`config.mk`:
```
export PLATFORM = sky130hd
export DESIGN_NAME = fixed_array_list_engine
export DESIGN_NICKNAME = d
export VERILOG_FILES = /design/src/hdl/fale_pkg.sv /design/src/hdl/fixed_array_list_engine.sv
export SDC_FILE = /design/constraint.sdc
export NUM_CORES = 1
export LEC_CHECK = 0
export BUFFER_PORTS_ARGS = -buffer_cell sky130_fd_sc_hd__buf_2
export CAP_MARGIN = 40
export CORE_MARGIN = 3
export CORE_UTILIZATION = 65
export CTS_BUF_LIST = sky130_fd_sc_hd__clkbuf_8
export CTS_CLUSTER_DIAMETER = 80
export CTS_CLUSTER_SIZE = 10
export DETAILED_ROUTE_END_ITERATION = 10
export GPL_TIMING_DRIVEN = 1
export HOLD_SLACK_MARGIN = 0.06
export PLACE_DENSITY = 0.85
export SLEW_MARGIN = 25
export SYNTH_ARGS = -nofsm -noshare
export SYNTH_HDL_FRONTEND = slang
export SYNTH_SLANG_ARGS = --single-unit
```
`constraint.sdc`:
```
create_clock -name aclk -period 10.32 [get_ports aclk]
set_input_delay 1.548 -clock aclk [delete_from_list [all_inputs] [get_ports aclk]]
set_output_delay 1.548 -clock aclk [all_outputs]
set_load 0.05 [all_outputs]
```
`src/hdl/fale_pkg.sv`:
```
// shared types and constants of the fixed array list engine
package fale_pkg;

    localparam int CAPACITY = 8;
    localparam int IDX_W    = $clog2(CAPACITY);
    localparam int CNT_W    = 4;
    localparam int VAL_W    = 32;
    localparam int MODE_W   = 3;
    localparam int POS_W    = 3;
    localparam int STAT_W   = 3;
    localparam int IN_W     = 40;
    localparam int IN_USER_W = 8;
    localparam int OUT_W    = 112;
    localparam int OUT_USED = VAL_W + STAT_W + CNT_W + 2 + 2 * VAL_W;
    localparam int OUT_PAD  = OUT_W - OUT_USED;

    typedef enum logic [MODE_W-1:0] {
        MODE_INS_FRONT = 3'd0,
        MODE_INS_BACK  = 3'd1,
        MODE_DEL_FRONT = 3'd2,
        MODE_DEL_BACK  = 3'd3,
        MODE_DEDUP     = 3'd4,
        MODE_READ_POS  = 3'd5,
        MODE_SUCC      = 3'd6,
        MODE_PRED      = 3'd7
    } mode_t;

    typedef enum logic [STAT_W-1:0] {
        STAT_OK       = 3'd0,
        STAT_FULL     = 3'd1,
        STAT_EMPTY    = 3'd2,
        STAT_BAD_POS  = 3'd3,
        STAT_NOT_FND  = 3'd4,
        STAT_NO_NEIGH = 3'd5
    } status_t;

    typedef enum logic [3:0] {
        FSM_IDLE,
        FSM_SHR_RD,
        FSM_SHR_WR,
        FSM_SHL_RD,
        FSM_SHL_WR,
        FSM_DD_RD,
        FSM_DD_CUR,
        FSM_DD_IN_RD,
        FSM_DD_IN_CMP,
        FSM_SR_RD,
        FSM_SR_CMP,
        FSM_RD_CAP,
        FSM_FIRST,
        FSM_LAST,
        FSM_LAST_CAP,
        FSM_DONE
    } fsm_state_t;

endpackage

```
`src/hdl/fixed_array_list_engine.sv`:
```
// fixed array list engine: ordered list of signed words under a small sequencer
//
//   s_ channel takes one command word; s_tuser holds the mode, s_tdata the
//   value and the position. m_ channel returns one result word per command.
//   s_tready is high only while the sequencer is idle; one command at a time.
//   entries live in a memory with one read and one write port and a registered
//   read. insert front and remove front shift the entries by one place;
//   successor and predecessor scan from the front for the first match; dedup
//   keeps each entry that is not already among the kept ones, in order.
//   the closing reads of the front and back entries are skipped on an empty list.
//   reset clears the count, the sequencer and the result valid; entry contents are not cleared.
//   a stalled result holds on m_ until taken; the finished next command waits
//   in the sequencer until the output register is free.
module fixed_array_list_engine (
    input  logic                        aclk,
    input  logic                        aresetn,
    input  logic                        s_tvalid,
    output logic                        s_tready,
    // value [31:0], position [34:32], zero fill
    input  logic [fale_pkg::IN_W-1:0]   s_tdata,
    // mode [2:0], zero fill
    input  logic [fale_pkg::IN_USER_W-1:0] s_tuser,
    output logic                        m_tvalid,
    input  logic                        m_tready,
    // data_out [31:0], status [34:32], count [38:35], is_empty [39],
    // is_full [40], first_value [72:41], last_value [104:73], zero fill
    output logic [fale_pkg::OUT_W-1:0]  m_tdata
);
    import fale_pkg::*;

    logic signed [VAL_W-1:0] mem [CAPACITY];
    logic signed [VAL_W-1:0] rd_data_reg;
    logic                    rd_en;
    logic [IDX_W-1:0]        rd_addr;
    logic                    wr_en;
    logic [IDX_W-1:0]        wr_addr;
    logic signed [VAL_W-1:0] wr_data;

    fsm_state_t              state_reg, state_next;
    mode_t                   mode_reg, mode_next;
    logic signed [VAL_W-1:0] val_reg, val_next;
    logic [POS_W-1:0]        pos_reg, pos_next;
    logic [CNT_W-1:0]        count_reg, count_next;
    logic [CNT_W-1:0]        idx_reg, idx_next;
    logic [CNT_W-1:0]        jdx_reg, jdx_next;
    logic [CNT_W-1:0]        kept_reg, kept_next;
    status_t                 status_reg, status_next;
    logic signed [VAL_W-1:0] data_reg, data_next;
    logic signed [VAL_W-1:0] first_reg, first_next;
    logic signed [VAL_W-1:0] last_reg, last_next;

    logic                    m_tvalid_reg, m_tvalid_next;
    logic signed [VAL_W-1:0] m_data_reg, m_data_next;
    status_t                 m_status_reg, m_status_next;
    logic [CNT_W-1:0]        m_count_reg, m_count_next;
    logic                    m_empty_reg, m_empty_next;
    logic                    m_full_reg, m_full_next;
    logic signed [VAL_W-1:0] m_first_reg, m_first_next;
    logic signed [VAL_W-1:0] m_last_reg, m_last_next;

    logic [CNT_W-1:0]        idx_inc, idx_dec, cnt_inc, cnt_dec, kept_inc, jdx_inc;
    logic                    val_eq;
    logic                    in_accept;
    logic                    list_full, list_empty;

    assign idx_inc    = idx_reg + CNT_W'(1);
    assign idx_dec    = idx_reg - CNT_W'(1);
    assign cnt_inc    = count_reg + CNT_W'(1);
    assign cnt_dec    = count_reg - CNT_W'(1);
    assign kept_inc   = kept_reg + CNT_W'(1);
    assign jdx_inc    = jdx_reg + CNT_W'(1);
    // shared compare unit
    assign val_eq     = (rd_data_reg == val_reg);
    assign list_full  = (count_reg == CNT_W'(CAPACITY));
    assign list_empty = (count_reg == '0);

    assign s_tready  = (state_reg == FSM_IDLE);
    assign in_accept = s_tvalid && s_tready;

    assign m_tvalid = m_tvalid_reg;
    assign m_tdata  = {{OUT_PAD{1'b0}}, m_last_reg, m_first_reg, m_full_reg, m_empty_reg,
                       m_count_reg, m_status_reg, m_data_reg};

    always_ff @(posedge aclk) begin
        if (rd_en) begin
            rd_data_reg <= mem[rd_addr];
        end
        if (wr_en) begin
            mem[wr_addr] <= wr_data;
        end
    end

    always_ff @(posedge aclk) begin
        if (!aresetn) begin
            state_reg    <= FSM_IDLE;
            count_reg    <= '0;
            m_tvalid_reg <= 1'b0;
        end else begin
            state_reg    <= state_next;
            count_reg    <= count_next;
            m_tvalid_reg <= m_tvalid_next;
        end
    end

    always_ff @(posedge aclk) begin
        mode_reg     <= mode_next;
        val_reg      <= val_next;
        pos_reg      <= pos_next;
        idx_reg      <= idx_next;
        jdx_reg      <= jdx_next;
        kept_reg     <= kept_next;
        status_reg   <= status_next;
        data_reg     <= data_next;
        first_reg    <= first_next;
        last_reg     <= last_next;
        m_data_reg   <= m_data_next;
        m_status_reg <= m_status_next;
        m_count_reg  <= m_count_next;
        m_empty_reg  <= m_empty_next;
        m_full_reg   <= m_full_next;
        m_first_reg  <= m_first_next;
        m_last_reg   <= m_last_next;
    end

    always_comb begin
        state_next    = state_reg;
        mode_next     = mode_reg;
        val_next      = val_reg;
        pos_next      = pos_reg;
        count_next    = count_reg;
        idx_next      = idx_reg;
        jdx_next      = jdx_reg;
        kept_next     = kept_reg;
        status_next   = status_reg;
        data_next     = data_reg;
        first_next    = first_reg;
        last_next     = last_reg;
        m_tvalid_next = m_tvalid_reg;
        m_data_next   = m_data_reg;
        m_status_next = m_status_reg;
        m_count_next  = m_count_reg;
        m_empty_next  = m_empty_reg;
        m_full_next   = m_full_reg;
        m_first_next  = m_first_reg;
        m_last_next   = m_last_reg;
        rd_en         = 1'b0;
        rd_addr       = '0;
        wr_en         = 1'b0;
        wr_addr       = '0;
        wr_data       = val_reg;

        if (m_tvalid_reg && m_tready) begin
            m_tvalid_next = 1'b0;
        end

        unique case (state_reg)
            FSM_IDLE: begin
                if (in_accept) begin
                    mode_next   = mode_t'(s_tuser[MODE_W-1:0]);
                    val_next    = s_tdata[VAL_W-1:0];
                    pos_next    = s_tdata[VAL_W+POS_W-1:VAL_W];
                    status_next = STAT_OK;
                    data_next   = '0;
                    idx_next    = '0;
                    kept_next   = '0;
                    state_next  = FSM_FIRST;
                    unique case (mode_t'(s_tuser[MODE_W-1:0]))
                        MODE_INS_FRONT: begin
                            if (list_full) begin
                                status_next = STAT_FULL;
                            end else begin
                                idx_next   = count_reg;
                                state_next = FSM_SHR_RD;
                            end
                        end
                        MODE_INS_BACK: begin
                            if (list_full) begin
                                status_next = STAT_FULL;
                            end else begin
                                wr_en      = 1'b1;
                                wr_addr    = count_reg[IDX_W-1:0];
                                wr_data    = s_tdata[VAL_W-1:0];
                                count_next = cnt_inc;
                            end
                        end
                        MODE_DEL_FRONT: begin
                            if (list_empty) begin
                                status_next = STAT_EMPTY;
                            end else begin
                                state_next = FSM_SHL_RD;
                            end
                        end
                        MODE_DEL_BACK: begin
                            if (list_empty) begin
                                status_next = STAT_EMPTY;
                            end else begin
                                count_next = cnt_dec;
                            end
                        end
                        MODE_DEDUP: begin
                            state_next = FSM_DD_RD;
                        end
                        MODE_READ_POS: begin
                            if (CNT_W'(s_tdata[VAL_W+POS_W-1:VAL_W]) >= count_reg) begin
                                status_next = STAT_BAD_POS;
                            end else begin
                                rd_en      = 1'b1;
                                rd_addr    = s_tdata[VAL_W+POS_W-1:VAL_W];
                                state_next = FSM_RD_CAP;
                            end
                        end
                        MODE_SUCC, MODE_PRED: begin
                            state_next = FSM_SR_RD;
                        end
                        default: begin
                            state_next = FSM_FIRST;
                        end
                    endcase
                end
            end
            FSM_SHR_RD: begin
                if (idx_reg == '0) begin
                    wr_en      = 1'b1;
                    wr_addr    = '0;
                    count_next = cnt_inc;
                    state_next = FSM_FIRST;
                end else begin
                    rd_en      = 1'b1;
                    rd_addr    = idx_dec[IDX_W-1:0];
                    state_next = FSM_SHR_WR;
                end
            end
            FSM_SHR_WR: begin
                wr_en      = 1'b1;
                wr_addr    = idx_reg[IDX_W-1:0];
                wr_data    = rd_data_reg;
                idx_next   = idx_dec;
                state_next = FSM_SHR_RD;
            end
            FSM_SHL_RD: begin
                if (idx_inc >= count_reg) begin
                    count_next = cnt_dec;
                    state_next = FSM_FIRST;
                end else begin
                    rd_en      = 1'b1;
                    rd_addr    = idx_inc[IDX_W-1:0];
                    state_next = FSM_SHL_WR;
                end
            end
            FSM_SHL_WR: begin
                wr_en      = 1'b1;
                wr_addr    = idx_reg[IDX_W-1:0];
                wr_data    = rd_data_reg;
                idx_next   = idx_inc;
                state_next = FSM_SHL_RD;
            end
            FSM_DD_RD: begin
                if (idx_reg >= count_reg) begin
                    count_next = kept_reg;
                    state_next = FSM_FIRST;
                end else begin
                    rd_en      = 1'b1;
                    rd_addr    = idx_reg[IDX_W-1:0];
                    state_next = FSM_DD_CUR;
                end
            end
            FSM_DD_CUR: begin
                val_next   = rd_data_reg;
                jdx_next   = '0;
                state_next = FSM_DD_IN_RD;
            end
            FSM_DD_IN_RD: begin
                if (jdx_reg >= kept_reg) begin
                    wr_en      = 1'b1;
                    wr_addr    = kept_reg[IDX_W-1:0];
                    kept_next  = kept_inc;
                    idx_next   = idx_inc;
                    state_next = FSM_DD_RD;
                end else begin
                    rd_en      = 1'b1;
                    rd_addr    = jdx_reg[IDX_W-1:0];
                    state_next = FSM_DD_IN_CMP;
                end
            end
            FSM_DD_IN_CMP: begin
                if (val_eq) begin
                    idx_next   = idx_inc;
                    state_next = FSM_DD_RD;
                end else begin
                    jdx_next   = jdx_inc;
                    state_next = FSM_DD_IN_RD;
                end
            end
            FSM_SR_RD: begin
                if (idx_reg >= count_reg) begin
                    status_next = STAT_NOT_FND;
                    state_next  = FSM_FIRST;
                end else begin
                    rd_en      = 1'b1;
                    rd_addr    = idx_reg[IDX_W-1:0];
                    state_next = FSM_SR_CMP;
                end
            end
            FSM_SR_CMP: begin
                if (!val_eq) begin
                    idx_next   = idx_inc;
                    state_next = FSM_SR_RD;
                end else if (mode_reg == MODE_SUCC) begin
                    if (idx_inc >= count_reg) begin
                        status_next = STAT_NO_NEIGH;
                        state_next  = FSM_FIRST;
                    end else begin
                        rd_en      = 1'b1;
                        rd_addr    = idx_inc[IDX_W-1:0];
                        state_next = FSM_RD_CAP;
                    end
                end else begin
                    if (idx_reg == '0) begin
                        status_next = STAT_NO_NEIGH;
                        state_next  = FSM_FIRST;
                    end else begin
                        rd_en      = 1'b1;
                        rd_addr    = idx_dec[IDX_W-1:0];
                        state_next = FSM_RD_CAP;
                    end
                end
            end
            FSM_RD_CAP: begin
                data_next  = rd_data_reg;
                state_next = FSM_FIRST;
            end
            FSM_FIRST: begin
                if (list_empty) begin
                    first_next = '0;
                    last_next  = '0;
                    state_next = FSM_DONE;
                end else begin
                    rd_en      = 1'b1;
                    rd_addr    = '0;
                    state_next = FSM_LAST;
                end
            end
            FSM_LAST: begin
                first_next = rd_data_reg;
                rd_en      = 1'b1;
                rd_addr    = cnt_dec[IDX_W-1:0];
                state_next = FSM_LAST_CAP;
            end
            FSM_LAST_CAP: begin
                last_next  = rd_data_reg;
                state_next = FSM_DONE;
            end
            FSM_DONE: begin
                if (!m_tvalid_reg || m_tready) begin
                    m_tvalid_next = 1'b1;
                    m_data_next   = data_reg;
                    m_status_next = status_reg;
                    m_count_next  = count_reg;
                    m_empty_next  = list_empty;
                    m_full_next   = list_full;
                    m_first_next  = first_reg;
                    m_last_next   = last_reg;
                    state_next    = FSM_IDLE;
                end
            end
            default: begin
                state_next = FSM_IDLE;
            end
        endcase
    end

endmodule

```
== Word-level counts from Yosys, hierarchy flattened ==
Memory sizes are Yosys's and may differ from the RTL's. A register that Yosys moved wholly into a read port is not among the register bits.
Cells that the tools add are included.

* Register bits: 260
* Memory bits (writable): 256
* Bits of input ports: 52
* Output and inout port bits: 114
* Word-level logic and storage cells: 203
* Memories: 1

* $add $sub $neg: 6
* Order comparisons: 4
* Eq/ne operators: 42
* Multiplexer cells: 97
* Reduce and logical (&&, ||, !) cells: 34

{| class="wikitable"
|+ Memory list
! memory !! words !! bits a word !! rd ports !! clocked after Yosys merged registers in !! write ports !! line !! text
|-
| mem || 8 || 32 || 1 || 1 || 1 || fixed_array_list_engine.sv:31 || <nowiki>logic signed [VAL_W-1:0] mem [CAPACITY];</nowiki>
|}

{| class="wikitable"
|+ Operators by type and width
! cell !! count
|-
| $pmux 32 s2 || 5
|-
| $mux 32 || 6
|-
| $mux 4 || 25
|-
| $mux 3 || 23
|-
| $pmux 4 s16 || 1
|-
| $eq 4x4->1 const B || 9
|-
| $eq 32x32->1 || 1
|-
| $pmux 4 s2 || 3
|-
| $pmux 4 s6 || 1
|-
| $ne 2x2->1 const B || 11
|-
| $mux 1 || 21
|-
| $pmux 3 s7 || 1
|-
| $pmux 4 s5 || 1
|-
| $pmux 3 s3 || 2
|-
| $add 4x1->4 const B || 4
|-
| $eq 4x3->1 const B || 4
|-
| $pmux 4 s4 || 1
|-
| $reduce_and 2->1 || 8
|-
| $eq 3x3->1 const B || 5
|-
| $ge 4x4->1 || 3
|-
| $logic_not 4->1 || 3
|-
| $ne 3x3->1 const B || 4
|-
| $reduce_bool 2->1 || 6
|-
| $reduce_or 2->1 || 5
|-
| 23 further kinds || 30
|}

== Logic depth before layout (Yosys ltp) ==
* Depth in word-level cells: 7
* Gate-level depth with buffers: 14
* Mapped depth without buffers: 10

== Least setup slack after synthesis ==
No wires, ideal clock.

* Path type: input port to flip-flop
* From: input m_tready
* To: register m_count_reg[0], enable pin
* Arrival: 6.331 ns
* Path slack: 3.409 ns
* Stages on the path: 2
* Cells stage by stage: nand2b_1 -> nor2b_1

* Longest elaborated chain between the ends: 2

{| class="wikitable"
|+ RTL lines
! element !! line !! text
|-
| start: declaration || fixed_array_list_engine.sv:24 || <nowiki>input logic m_tready,</nowiki>
|-
| $logic_or 1x1->1 || fixed_array_list_engine.sv:354 || <nowiki>if (!m_tvalid_reg || m_tready) begin</nowiki>
|-
| $reduce_and 2->1 (no line) || - ||
|-
| end signal: assignment || fixed_array_list_engine.sv:118 || <nowiki>m_count_reg <= m_count_next;</nowiki>
|-
| end: declaration || fixed_array_list_engine.sv:55 || <nowiki>logic [CNT_W-1:0] m_count_reg, m_count_next;</nowiki>
|}

Every way passes these cells.
A chain may end at the register's enable or synchronous reset.

== Final worst setup path ==
* From: register idx_reg[0]
* To: register rd_data_reg[27] (read register of mem) (data pin)

* Longest elaborated chain between the ends: 6
* Elaborated cells between the ends (all ways): 17

{| class="wikitable"
|+ RTL lines
! element !! line !! text
|-
| start: declaration || fixed_array_list_engine.sv:44 || <nowiki>logic [CNT_W-1:0] idx_reg, idx_next;</nowiki>
|-
| start signal: assignment || fixed_array_list_engine.sv:109 || <nowiki>idx_reg <= idx_next;</nowiki>
|-
| $add 4x1->4 || fixed_array_list_engine.sv:66 || <nowiki>assign idx_inc = idx_reg + CNT_W'(1);</nowiki>
|-
| $ge 4x4->1 || fixed_array_list_engine.sv:241, fixed_array_list_engine.sv:309 ||
|-
| $mux 1 / $mux 3 (equally long branches) || fixed_array_list_engine.sv:241, fixed_array_list_engine.sv:309 ||
|-
| $mux 1 / $mux 3 (equally long branches) || fixed_array_list_engine.sv:308 || <nowiki>end else if (mode_reg == MODE_SUCC) begin</nowiki>
|-
| $mux 1 / $mux 3 (equally long branches) || fixed_array_list_engine.sv:305 || <nowiki>if (!val_eq) begin</nowiki>
|-
| $pmux 1 s8 / $pmux 3 s7 (equally long branches) || fixed_array_list_engine.sv:156 || <nowiki>unique case (state_reg)</nowiki>
|-
| end: declaration || fixed_array_list_engine.sv:32 || <nowiki>logic signed [VAL_W-1:0] rd_data_reg;</nowiki>
|}

Parallel ways exist; a longest one is shown, timed or not.

==> summary.txt <==
STA
  • Number of pins with negative max-slew slack in the final report: 0
  • Relative slew margins: approximately 45%
  • Final number of hold-violating endpoints: 0
  • Worst hold-check slack: 0.414 ns
  • Post-route clock skew: 0.0520 ns
  • Final min period: 4.70 ns
  • Final setup violating endpoints: 0
  • Setup repair after global routing missed its margin: no
  • Fmax: between 0.2 and 0.25 GHz
  • Post-route setup TNS: 0 ns
  • Slew @ Worst Pin: 0.811 ns
  • Final worst-path cycle share: around 46%
  • Final Worst Setup Slack: 5.62 ns

Final layout
  • Final core occ: 73.1%
  • Max reg flops: 256
  • Final std cells w/o fill: 2169
  • Reg with most FFs: mem
  • Number of inserted filler cells in the final layout: 2066
  • Final nets: 1768
  • Share of post-route cells with drive strength above 1: 19.2%
  • Most frequent cells in the layout: sky130_fd_sc_hd__edfxtp_1, sky130_fd_sc_hd__buf_2, sky130_fd_sc_hd__and4_1
  • Most common library cell in the layout ignoring fill and taps: sky130_fd_sc_hd__edfxtp_1
  • Area added between synthesis and finish: 9.33%
  • Final non-filler cell area: 0.0256 mm²

Yosys
  • Post-synthesis register bit count: 548
  • Share of the synthesized area in the top cell type: 69.1%
  • Yosys top cell by area: sky130_fd_sc_hd__edfxtp_1
  • Register area share after synthesis: 69.8%
  • Number of synthesized flops with an enable pin: ~540
  • Number of distinct library cells after synthesis: 76
  • Post-Syn Instances: 1566
  • Cell area after synthesis: 0.0234 mm²
  • Top cells by area in the synthesized netlist: sky130_fd_sc_hd__edfxtp_1, sky130_fd_sc_hd__and4_1, sky130_fd_sc_hd__a2111oi_0
  • Syn Area/Cell: 15.0 µm²
  • Yosys warning total: 0
  • Most used DFF post-synth: sky130_fd_sc_hd__edfxtp_1
  • Async set-or-reset flop fraction in the synthesized netlist: 0%

Worst setup path
  • Required @ worst endpoint: 10.69 ns
  • Crit path top cell by count: sky130_fd_sc_hd__ha_1
  • CP startpoint kind: flop
  • Slowest Stage Delay on Critical Path: 0.75 ns
  • Type of the worst setup path: reg2reg
  • Type of element capturing the critical path: flop
  • Critical path fanouts, max: 64
  • Ordered cell list for the critical path: inv_1 > ha_1 > ha_1 > a21boi_0 > o22ai_4 > a21oi_2 > or4_4 > nand3_4 > buf_4 > buf_12 > a2111oi_0 > nor4_1
  • Critical Path Slowest Stage Cell: sky130_fd_sc_hd__a2111oi_0
  • Reg2Reg Launch Point: idx_reg[0]$_DFFE_PP_
  • Largest delay contributor family on the critical path: compound AO/OA/AOI/OAI gates
  • Worst path bufs/invs: 3
  • Crit path launch: idx_reg[0]$_DFFE_PP_
  • Worst path arrival time: a little over 5 ns

Global routing
  • Initial antenna violation count: 4
  • Sum of overflow across all layers after global routing: 0
  • Wire length of the first global-routing pass: 85600 µm
  • Number of global-route vias before repair: 14500
  • Overall global routing resource usage: around 29%
  • Pin count of the biggest net entering global routing: 89

Drt
  • Mean number of vias per cell: 6.90
  • Detailed-route DRC error count: 0
  • Total number of vias: between 10000 and 15000
  • DRT antenna net count: 0
  • Pre-antenna DRT Iters: 6
  • WL/cell: roughly 26 µm
  • Total Routed Length: 56900 µm
  • Violation count after the first detailed-route iteration: 1948

Clocking
  • CTS Root Buffer Type: sky130_fd_sc_hd__clkbuf_8
  • Clock tree from TritonCTS: built
  • Post-cts repair resize count: 0
  • Clock edge transition at the registers on the reported setup and hold paths: ~0.070 ns
  • Clk_lat worst skew: ~0.66 ns
  • Setup repair bufs after CTS: 0
  • Number of levels in the clock H-tree: 2
  • # clock sinks: ~550
  • CTS max path bufs: 3
  • CTS Buf Count: 61
  • Post-cts hold buffer count: 0

Die
  • Initial core utilization: 66.8%
  • Die outline height: between 150 and 200 µm
  • I/O Pins: 166
  • Area of the core region: 0.0351 mm²
  • Rows: 68
  • Chip Width: 196 µm
  • Die Footprint: approximately 0.038 mm²

Placement
  • Placed Cells: 2081
  • Worst slack at placement: between 5 and 6 ns
  • Placed Area: 0.0246 mm²
  • Sum of net half-perimeters after detailed placement: around 34000 µm
  • Quantity of I/O buffers inserted on ports: 148
  • Global placer's final weighted congestion: 0.962

Power
  • Total power: 7.41 mW
  • Worst vdd rail ir drop: approximately 0.26 mV
  • Pwr Density: 289 mW/mm²
  • Leakage power: 8.52 nW

Hold path
  • Hold_sp: last_reg[21]$_SDFFCE_PN0P_
  • Type of the tightest min-delay check: reg2reg

Run status
  • Outcome: completed

Run
  • Max-capacitance violation count: 0
==> Yosys cell counts, types with 18 or more instances <==
cell type and count:
sky130_fd_sc_hd__a2111oi_0 103, sky130_fd_sc_hd__a2111oi_1 27, sky130_fd_sc_hd__a21oi_1 18, sky130_fd_sc_hd__a22oi_1 37
sky130_fd_sc_hd__and2_1 99, sky130_fd_sc_hd__and4_1 127, sky130_fd_sc_hd__clkbuf_1 84, sky130_fd_sc_hd__edfxtp_1 539
sky130_fd_sc_hd__ha_1 22, sky130_fd_sc_hd__inv_1 22, sky130_fd_sc_hd__mux2_2 32, sky130_fd_sc_hd__nand2_1 103
sky130_fd_sc_hd__nor2_1 49, sky130_fd_sc_hd__nor4_1 41, sky130_fd_sc_hd__o21ai_0 21, sky130_fd_sc_hd__xor2_1 36
==> final timing paths <==
check | cells after the start | slack (ns) | end
max | 12 | 5.62 | rd_data_reg[27]$_DFFE_PP_
min reg2reg | 0 | 0.41 | m_last_reg[21]$_DFFE_PP_
min | 0 | 0.41 | m_last_reg[21]$_DFFE_PP_
max reg2reg | 12 | 5.62 | rd_data_reg[27]$_DFFE_PP_
==> layer usage <==
layer  share of wire, %  vias up  global-route usage (%)
met5              0.033        -                       0
met4                3.2        4                    10.5
met3                 12      142                    6.34
met2                 48     1010                    46.1
met1                 37     7314                    40.6
li1                   -     6498                       -
==> where the power goes <==
| group | total (mW) | internal (mW) | switching, mW | leakage [nW] |
|---|---|---|---|---|
| Clock | 1.25 | 0.545 | 0.706 | 0.531 |
| Combinational | 2.58 | 0.771 | 1.81 | 3.01 |
| Sequential | 3.58 | 3.27 | 0.312 | 4.98 |
==> kinds of logic after synthesis <==
| family | count (synthesis) | share of synthesized area (%) |
|---|---|---|
| flip-flops | 548 | 69.8 |
| AND/OR/NAND/NOR | 489 | 12.9 |
| AO/OA/AOI/OAI | 274 | 9.69 |
| buffers and inverters | 155 | 3.20 |
| XOR/XNOR | 44 | 1.64 |
| multiplexers | 33 | 1.58 |
| adder cells (fa/ha/maj) | 22 | 1.17 |
| other | 1 | 0.0160 |
==> layout make-up <==
class / count / area, µm² / share of cell area (%)
flip-flops and latches: 548 / 16400 / 63.9
multi-input cells: 869 / 6470 / 25.3
repair buffers: 190 / 1160 / 4.54
clock buffers: 62 / 853 / 3.33
well taps: 455 / 569 / 2.22
inverters: 24 / 91.3 / 0.357
clock inverters: 16 / 90.1 / 0.352
diodes: 5 / 12.5 / 0.0488
No activity file was read; power rests on OpenSTA's default activity.
